===== src/rtl/core/lwma_pkg.sv =====
// shared types and constants of the linear weighted moving average block
package lwma_pkg;

  localparam int CFG_WIDTH = 5;
  localparam int OUT_WIDTH = 24;
  localparam int WIN_MIN   = 2;
  localparam int WIN_RESET = 5;
  localparam int FRAC_BITS = 8;

  localparam logic OP_FILTER = 1'b0;
  localparam logic OP_CLEAR  = 1'b1;

  typedef enum logic [2:0] {
    S_IDLE,
    S_READ,
    S_MAC,
    S_PREP,
    S_DIV,
    S_DONE
  } lwma_state_t;

  typedef struct packed {
    logic load;
    logic clear;
    logic addr_step;
    logic mac;
    logic prep;
    logic div_step;
    logic emit;
  } lwma_cmd_t;

  typedef struct packed {
    logic mac_last;
    logic div_last;
    logic out_free;
  } lwma_status_t;

endpackage


===== src/rtl/core/lwma_ctrl.sv =====
// controller state machine of the linear weighted moving average block
module lwma_ctrl import lwma_pkg::*; (
  input  logic         clk,
  input  logic         rst,
  input  logic         in_valid,
  output logic         in_stall,
  input  logic         operation,
  input  lwma_status_t status,
  output lwma_cmd_t    cmd
);

  lwma_state_t state;
  lwma_state_t state_next;

  always_ff @(posedge clk) begin
    if (rst) begin
      state <= S_IDLE;
    end else begin
      state <= state_next;
    end
  end

  always_comb begin
    state_next = state;
    cmd        = '0;
    in_stall   = 1'b1;
    unique case (state)
      S_IDLE: begin
        in_stall = 1'b0;
        if (in_valid) begin
          if (operation == OP_CLEAR) begin
            cmd.clear = 1'b1;
          end else begin
            cmd.load   = 1'b1;
            state_next = S_READ;
          end
        end
      end
      S_READ: begin
        cmd.addr_step = 1'b1;
        state_next    = S_MAC;
      end
      S_MAC: begin
        cmd.mac       = 1'b1;
        cmd.addr_step = 1'b1;
        if (status.mac_last) begin
          state_next = S_PREP;
        end
      end
      S_PREP: begin
        cmd.prep   = 1'b1;
        state_next = S_DIV;
      end
      S_DIV: begin
        cmd.div_step = 1'b1;
        if (status.div_last) begin
          state_next = S_DONE;
        end
      end
      S_DONE: begin
        if (status.out_free) begin
          cmd.emit   = 1'b1;
          state_next = S_IDLE;
        end
      end
      default: begin
        state_next = S_IDLE;
      end
    endcase
  end

endmodule


===== src/rtl/core/lwma_dp.sv =====
// datapath: sample ring, multiply-accumulate, serial divider and output register
module lwma_dp import lwma_pkg::*; #(
  parameter int MAX_WINDOW   = 20,
  parameter int SAMPLE_WIDTH = 16
) (
  input  logic                           clk,
  input  logic                           rst,
  input  logic                           cfg_write_enable,
  input  logic [CFG_WIDTH-1:0]           cfg_write_data,
  input  logic signed [SAMPLE_WIDTH-1:0] sample,
  input  lwma_cmd_t                      cmd,
  output lwma_status_t                   status,
  output logic                           out_valid,
  input  logic                           out_stall,
  output logic signed [OUT_WIDTH-1:0]    average
);

  localparam int CW     = $clog2(MAX_WINDOW + 1);
  localparam int AW     = $clog2(MAX_WINDOW);
  localparam int TSUM   = MAX_WINDOW * (MAX_WINDOW + 1) / 2;
  localparam int TW     = $clog2(TSUM + 1);
  localparam int DW     = $clog2(2 * TSUM + 1);
  localparam int SUMW   = SAMPLE_WIDTH + TW + 1;
  localparam int NW     = SUMW + FRAC_BITS + 2;
  localparam int QW     = SAMPLE_WIDTH + FRAC_BITS;
  localparam int QCW    = $clog2(QW);
  localparam int EXTW   = QW + 1 + OUT_WIDTH;
  localparam int WIN_RST = (WIN_RESET > MAX_WINDOW) ? MAX_WINDOW : WIN_RESET;

  logic signed [SAMPLE_WIDTH-1:0] ring [MAX_WINDOW];
  logic signed [SAMPLE_WIDTH-1:0] rd_data;
  logic [AW-1:0]                  rd_addr;
  logic [AW-1:0]                  pos;
  logic [CW-1:0]                  fill;
  logic [CW-1:0]                  window;
  logic [CW-1:0]                  weight;
  logic signed [SUMW-1:0]         acc;
  logic [DW-1:0]                  den;
  logic [DW-1:0]                  rem;
  logic [QW-1:0]                  quo;
  logic [QCW-1:0]                 div_cnt;
  logic                           neg;

  logic [CW-1:0]                  fill_inc;
  logic [AW-1:0]                  pos_inc;
  logic [AW-1:0]                  addr_prev;
  logic signed [SUMW-1:0]         prod;
  logic [DW-1:0]                  den_c;
  logic signed [NW-1:0]           num_c;
  logic [NW-1:0]                  mag_c;
  logic [DW:0]                    trial;
  logic                           ge;
  logic signed [QW:0]             q_signed;
  logic signed [EXTW-1:0]         q_ext;

  assign fill_inc  = (fill == window) ? fill : fill + 1'b1;
  assign pos_inc   = (CW'(pos) + 1'b1 == window) ? '0 : pos + 1'b1;
  assign addr_prev = (rd_addr == '0) ? AW'(window - 1'b1) : rd_addr - 1'b1;
  assign prod      = SUMW'(rd_data * $signed({1'b0, weight}));
  assign den_c     = DW'(DW'(fill) * (DW'(fill) + 1'b1));
  assign num_c     = (NW'(acc) <<< (FRAC_BITS + 1)) + $signed(NW'(den_c >> 1));
  assign mag_c     = num_c[NW-1] ? ~num_c : num_c;
  assign trial     = {rem, quo[QW-1]};
  assign ge        = (trial >= {1'b0, den});
  assign q_signed  = neg ? ~$signed({1'b0, quo}) : $signed({1'b0, quo});
  assign q_ext     = EXTW'(q_signed);

  assign status.mac_last = (weight == CW'(1));
  assign status.div_last = (div_cnt == '0);
  assign status.out_free = !out_valid || !out_stall;

  // sample ring with registered read
  always_ff @(posedge clk) begin
    if (cmd.load) begin
      ring[pos] <= sample;
    end
    rd_data <= ring[rd_addr];
  end

  always_ff @(posedge clk) begin
    if (rst) begin
      window <= CW'(WIN_RST);
      pos    <= '0;
      fill   <= '0;
    end else if (cfg_write_enable) begin
      if (cfg_write_data < CFG_WIDTH'(WIN_MIN)) begin
        window <= CW'(WIN_MIN);
      end else if (32'(cfg_write_data) > MAX_WINDOW) begin
        window <= CW'(MAX_WINDOW);
      end else begin
        window <= CW'(cfg_write_data);
      end
      pos  <= '0;
      fill <= '0;
    end else if (cmd.clear) begin
      pos  <= '0;
      fill <= '0;
    end else if (cmd.load) begin
      pos  <= pos_inc;
      fill <= fill_inc;
    end
  end

  always_ff @(posedge clk) begin
    if (cmd.load) begin
      rd_addr <= pos;
      weight  <= fill_inc;
      acc     <= '0;
    end else begin
      if (cmd.addr_step) begin
        rd_addr <= addr_prev;
      end
      if (cmd.mac) begin
        acc    <= acc + prod;
        weight <= weight - 1'b1;
      end
    end
  end

  // restoring divider, one quotient bit per cycle
  always_ff @(posedge clk) begin
    if (cmd.prep) begin
      den     <= den_c;
      neg     <= num_c[NW-1];
      rem     <= mag_c[QW +: DW];
      quo     <= mag_c[QW-1:0];
      div_cnt <= QCW'(QW - 1);
    end else if (cmd.div_step) begin
      rem     <= ge ? DW'(trial - {1'b0, den}) : trial[DW-1:0];
      quo     <= {quo[QW-2:0], ge};
      div_cnt <= div_cnt - 1'b1;
    end
  end

  always_ff @(posedge clk) begin
    if (rst) begin
      out_valid <= 1'b0;
    end else if (cmd.emit) begin
      out_valid <= 1'b1;
    end else if (!out_stall) begin
      out_valid <= 1'b0;
    end
  end

  always_ff @(posedge clk) begin
    if (cmd.emit) begin
      average <= q_ext[OUT_WIDTH-1:0];
    end
  end

endmodule


===== src/rtl/core/linear_weighted_moving_average.sv =====
// top level of the linear weighted moving average filter
//
// input channel: in_valid / in_stall with operation and sample. operation
// filter stores the sample and yields one average; operation clear empties
// the ring and yields nothing. output channel: out_valid / out_stall with
// average, signed with 8 fraction bits, rounded half up.
// configuration: cfg_write_enable writes window_size (clamped to
// 2..MAX_WINDOW) and empties the ring; write only while the block is idle.
// a filter transaction, once accepted, passes the states read, mac, prep,
// div and done: the multiply-accumulate walk over the ring memory takes one
// sample per cycle over fill samples, fill being the number of stored
// samples (at most the window), and the restoring divider yields one
// quotient bit per cycle; done holds until the output register is free.
// one transaction is in work at a time, and a new one is taken only back in
// idle; a clear is done in the idle state and does not leave it.
// reset: window 5, ring empty, no result pending.
// a stalled result holds in the output register; the next transaction is
// still taken and waits at its end until the register is free.
module linear_weighted_moving_average import lwma_pkg::*; #(
  parameter int MAX_WINDOW   = 20,
  parameter int SAMPLE_WIDTH = 16
) (
  input  logic                           clk,
  input  logic                           rst,
  input  logic                           cfg_write_enable,
  input  logic [CFG_WIDTH-1:0]           cfg_write_data,
  input  logic                           in_valid,
  output logic                           in_stall,
  input  logic                           operation,
  input  logic signed [SAMPLE_WIDTH-1:0] sample,
  output logic                           out_valid,
  input  logic                           out_stall,
  output logic signed [OUT_WIDTH-1:0]    average
);

  lwma_cmd_t    cmd;
  lwma_status_t status;

  lwma_ctrl u_ctrl (
    .clk       (clk),
    .rst       (rst),
    .in_valid  (in_valid),
    .in_stall  (in_stall),
    .operation (operation),
    .status    (status),
    .cmd       (cmd)
  );

  lwma_dp #(
    .MAX_WINDOW   (MAX_WINDOW),
    .SAMPLE_WIDTH (SAMPLE_WIDTH)
  ) u_dp (
    .clk              (clk),
    .rst              (rst),
    .cfg_write_enable (cfg_write_enable),
    .cfg_write_data   (cfg_write_data),
    .sample           (sample),
    .cmd              (cmd),
    .status           (status),
    .out_valid        (out_valid),
    .out_stall        (out_stall),
    .average          (average)
  );

endmodule

===== config.mk =====
export PLATFORM = sky130hd
export DESIGN_NAME = linear_weighted_moving_average
export DESIGN_NICKNAME = d
export VERILOG_FILES = /design/src/rtl/core/lwma_pkg.sv /design/src/rtl/core/lwma_ctrl.sv /design/src/rtl/core/lwma_dp.sv /design/src/rtl/core/linear_weighted_moving_average.sv
export SDC_FILE = /design/constraint.sdc
export NUM_CORES = 1
export LEC_CHECK = 0
export ABC_CLOCK_PERIOD_IN_PS = 10600
export BUFFER_PORTS_ARGS = -buffer_cell sky130_fd_sc_hd__buf_2
export CAP_MARGIN = 25
export CORE_MARGIN = 2
export CORE_UTILIZATION = 61
export DETAILED_ROUTE_END_ITERATION = 8
export PLACE_DENSITY = 0.8
export SLEW_MARGIN = 20
export SYNTH_ARGS = -nofsm -noshare
export SYNTH_HDL_FRONTEND = slang
export SYNTH_HIERARCHICAL = 1
export SYNTH_SLANG_ARGS = --single-unit

===== constraint.sdc =====
create_clock -name clk -period 10.6 [get_ports clk]
set_input_delay 1.59 -clock clk [delete_from_list [all_inputs] [get_ports clk]]
set_output_delay 1.59 -clock clk [all_outputs]
set_load 0.02 [all_outputs]

# [After elaboration in Yosys (flattened, before gate mapping)]
# Memories as Yosys holds them, arrays and structs flattened. A register that Yosys moved wholly into a read port is not among the register bits.
# Cells that the tools add are included.
[word_totals] n_memories=1 wordCells=95 ram_bits=320 input_bits=27 out_inout_bits=26 regBits=126
[memory_table] name="u_dp.ring" depth=20 width=16 read_ports=1 rd_ports_with_merged_regs=1 write_ports=1 line="lwma_dp.sv:30" text="logic signed [SAMPLE_WIDTH-1:0] ring [MAX_WINDOW];"
[op_classes] muxes=37 magnitude_cmp=3 eq_ne=14 mul=2 n_addsub=10 n_reduce_logical=12 n_bitwise=2
[ops] cell="24-bit two-way mux" count=3
[ops] cell="5-bit two-way mux" count=9
[ops] cell="34-bit by 9-bit adder with 35-bit output" count=1
[ops] cell="33-bit two-way mux" count=1
[ops] cell="33-bit inverter" count=1
[ops] cell="9-bit two-way mux" count=3
[ops] cell="25-bit by 22-bit adder with 25-bit output" count=1
[ops] cell="24-bit inverter" count=1
[ops] cell="16-bit by 6-bit multiplier with 22-bit output" count=1
[ops] cell="5-bit by 1-bit subtractor with 5-bit output (second input constant)" count=4
[ops] cell="3-bit case mux with 6 select lines" count=1
[ops] cell="3-bit two-way mux" count=5
[ops] cell="1-bit two-way mux" count=13
[ops] cell="5-bit by 1-bit adder with 5-bit output (second input constant)" count=2
[ops] cell="5-bit equality test" count=2
[ops] cell="10-bit by 9-bit >= comparator with 1-bit output" count=1
[ops] cell="5-bit logical NOT" count=2
[ops] cell="2-bit != test (second input constant)" count=5
[ops] cell="5-bit by 9-bit multiplier with 9-bit output" count=1
[ops] cell="9-bit subtractor" count=1
[ops] cell="5-bit by 1-bit adder with 6-bit output (second input constant)" count=1
[ops] cell="3-bit by 2-bit equality test with 1-bit output (second input constant)" count=2
[ops] cell="3-bit equality test (second input constant)" count=2
[ops] cell="2-bit nonzero test" count=3
[ops] cell="12 further kinds" count=14

# [Logic depth before layout (Yosys ltp)]
[logic_depth] ltp_word=6 ltp_mapped=20 mapped_depth_nobuf=18

# [Hierarchy]
# The synthesis kept the hierarchy.
[modules_own_cells] module="lwma_dp" area_each_um2=23073.4 cells_per_inst=1591 n_inst=1
[modules_own_cells] module="lwma_ctrl" area_each_um2=222.7 cells_per_inst=29 n_inst=1

# [Worst setup path after synthesis]
# Ideal clock, no wire load.
[synth_timing] kind="register -> register" from="register u_dp.weight[0]" to="register u_dp.acc[24]" required_time_ns=10.532 slack_ns=5.642 setup_ns=0.068 t_arrival_ns=4.890 n_path_buf=1 path_stages_with_launch=20 cell_sequence="edfxtp_1 -> clkbuf_1 -> nand2_1 -> inv_1 -> fa_1 -> inv_1 -> fa_1 -> inv_1 -> fa_1 -> inv_1 -> fa_1 -> inv_1 -> ha_1 -> a21o_1 -> a31oi_1 -> a211oi_1 -> a211o_1 -> or4_4 -> a21o_1 -> a21oi_2"
[synth_via] elab_chain_cells=2
[synth_rtl] element="start, declared" line="lwma_dp.sv:36" text="logic [CW-1:0] weight;"
[synth_rtl] element="start signal, assigned" line="lwma_dp.sv:107" text="weight <= fill_inc;"
[synth_rtl] element="start signal, assigned" line="lwma_dp.sv:115" text="weight <= weight - 1'b1;"
[synth_rtl] element="16-bit by 6-bit multiplier with 22-bit output" line="lwma_dp.sv:59" text="assign prod = SUMW'(rd_data * $signed({1'b0, weight}));"
[synth_rtl] element="25-bit by 22-bit adder with 25-bit output" line="lwma_dp.sv:114" text="acc <= acc + prod;"
[synth_rtl] element="end signal, assigned" line="lwma_dp.sv:114"
[synth_rtl] element="end, declared" line="lwma_dp.sv:37" text="logic signed [SUMW-1:0] acc;"
# Every way passes these cells.
# A chain may end at the register's enable or synchronous reset.

# [Worst setup path after layout]
# Ends and elaborated chain as after synthesis.

==> run metrics <==
vias in the first global route=13.7k; slowest CP cell=edfxtp_1; area delta synth->final=9.82%; Setup WS pre-CTS=5.30 ns; Startpoint Class=flop; DRT Pass-1 Iters=5; RSZ-0062 raised after global routing=no; Detailed Place HPWL=roughly 32000 um; Buf/Inv on CP=5; Root Buffer Master=clkbuf_16; number of max-cap violations=0; buffers added on ports=52; setup TNS=0 ns; Die X=approximately 200 um; # resized after CTS=0; Chip Height=about 200 um; largest net degree at the start of global routing=74; core area=37700 sq um; period utilisation layout=0.501; Worst path top cell family by delay=adder cells; Setup CP Type=reg -> reg; fraction of layout cells with a size suffix above 1=0.164; Final Wtd Congestion=0.854; Worst-Skew Late Latency=0.59 ns; Syn Nets=1815; worst endpoint data arrival time=5.82 ns; Site Rows=71; Hold Buf Count CTS=0; initial antenna violation count=2; status=finished clean; Setup Skew=between 0.015 and 0.02 ns; Tot GR Track Use=0.265; cells after synthesis=approximately 1.6k; Fin. Hold Viols=0; Final Max Slew Viols=0; Longest Clk Path Bufs=3; first-pass GRT wire length=about 78000 um; drt initial violations=833; Worst Hold Class=reg -> reg; H-Tree Depth=2; Wirelength per Cell=22.4 um; final worst setup slack=5.29 ns; # IOs=53; number of remaining DRC errors=0; Synth Flop Type=edfxtp_1; Synth cell types=68; most frequent CP cell=inv_1; crit-path max FO=20; Worst-path clk slew=0.06 ns; Worst Reg-to-Reg Cells=18; postcts setup bufs=0; Period minus WS final=5.31 ns; Layout Nets=around 1.9k; Routed Antenna Nets=0; post-synthesis register bit count=461; Slew Limit Headroom=0.284; Design Area, Final=25600 sq um; routed vias/inst=between 5 and 6; crit-path cells=nand2_1 > inv_1 > fa_1 > inv_1 > fa_1 > inv_1 > fa_1 > inv_1 > fa_1 > inv_1 > ha_1 > a21o_1 > a31oi_1 > a211oi_1 > a211o_1 > or4_4 > a21o_1 > a21oi_2; fmax=0.188 GHz; Worst path depth=18; starting density of the core=0.618; cts bufs inserted=45; post-synthesis area per instance=around 14 sq um; CTS tree=done; Placed Area=24200 sq um; most common cell after layout, fill and taps aside=edfxtp_1; Setup violations, final=0; Warnings, synthesis=6; number of flops mapped to enable cells by yosys=between 300 and 400; register area share after synthesis=0.566; GR Overflow Total=0; Vias=13.1k; Worst Tran Pin Value=1.07 ns; most frequent cells in the layout=396 x edfxtp_1, 177 x inv_1, 96 x mux4_2; drt total wl=49800 um; Synth async-reset ratio=0; clock sinks=461; WP data required=11.11 ns; Netlist Area Pre-Place=~23000 sq um; die area=39800 sq um; CP endpoint kind=flop; delay of the slowest cell on the worst path=between 0.6 and 0.7 ns; Hold Path Depth=2
## worst register-to-register path: stages (launching register included)
cell,delay [ns]
edfxtp_1,0.65
nand2_1,0.21
inv_1,0.10
fa_1,0.58
inv_1,0.10
fa_1,0.48
inv_1,0.05
fa_1,0.49
inv_1,0.05
fa_1,0.47
inv_1,0.04
ha_1,0.34
a21o_1,0.21
a31oi_1,0.19
a211oi_1,0.12
a211o_1,0.30
or4_4,0.52
a21o_1,0.20
a21oi_2,0.12
## final timing paths
| path | from | slack [ns] | to |
|---|---|---|---|
| setup / recovery | u_dp/weight[0] | 5.29 | u_dp/acc[24] |
| hold / removal | u_dp/out_valid | 0.50 | u_dp/out_valid |
| setup reg to reg | u_dp/weight[0] | 5.29 | u_dp/acc[24] |
| hold reg to reg | u_dp/out_valid | 0.50 | u_dp/out_valid |
## metal layers
metal  up-vias  track usage  share of wire
li1       5936            -              -
met1      6573        0.323           0.39
met2       435        0.475           0.53
met3       112       0.0476          0.056
met4         2       0.0936          0.030
met5         -            0        0.00010
## synth_stat cells, drive strengths merged, types with 28 or more instances
master | count | area share
a21oi | 72 | 0.016
ha | 86 | 0.046
clkbuf | 46 | 0.0074
nand2 | 50 | 0.0081
inv | 179 | 0.029
fa | 82 | 0.070
nor2 | 75 | 0.012
xor2 | 52 | 0.020
dfxtp | 65 | 0.056
and2 | 94 | 0.025
mux4 | 96 | 0.093
edfxtp | 396 | 0.51
xnor2 | 63 | 0.024
o21ai | 28 | 0.0062
## per-stage QoR
stage,util,instances,hold slack (ns)
finish,0.679,2227,0.504
global route,0.679,2226,0.547
CTS,0.679,2225,0.511
detailed placement,0.643,2144,0.498
global placement,0.640,2137,0.483
floorplan,-,1620,0.406
## sequential cells by signal (all words and copies together), names as in the netlist
name and count:
u_ctrl/state 3, u_dp/acc 25, u_dp/average 24, u_dp/den 8, u_dp/div_cnt 5, u_dp/fill 5, u_dp/neg 1, u_dp/out_valid 1
u_dp/pos 5, u_dp/quo 24, u_dp/rd_addr 5, u_dp/rd_data 16, u_dp/rem 9, u_dp/ring 320, u_dp/weight 5, u_dp/window 5
## logic make-up after synthesis
kind of cell | count (synthesis) | share of synthesized area
flip-flops | 461 | 0.566
AO/OA/AOI/OAI | 184 | 0.0509
AND/OR/NAND/NOR | 307 | 0.0688
adder cells (fa/ha/maj) | 169 | 0.117
XOR/XNOR | 116 | 0.0442
buffers and inverters | 246 | 0.0411
multiplexers | 137 | 0.112
## cell type report
class / instances / area, sq um
sequential: 461 / 13200
fill: 2538 / 12100
multi-input combinational: 913 / 9180
clock buffer: 59 / 1180
inverter: 179 / 672
tap: 511 / 639
timing repair buffer: 81 / 538
clock inverter: 22 / 181
antenna: 1 / 2.50
Power is not shown: default switching activity piles up to over one toggle a cycle in this logic, so the estimate is an artifact.
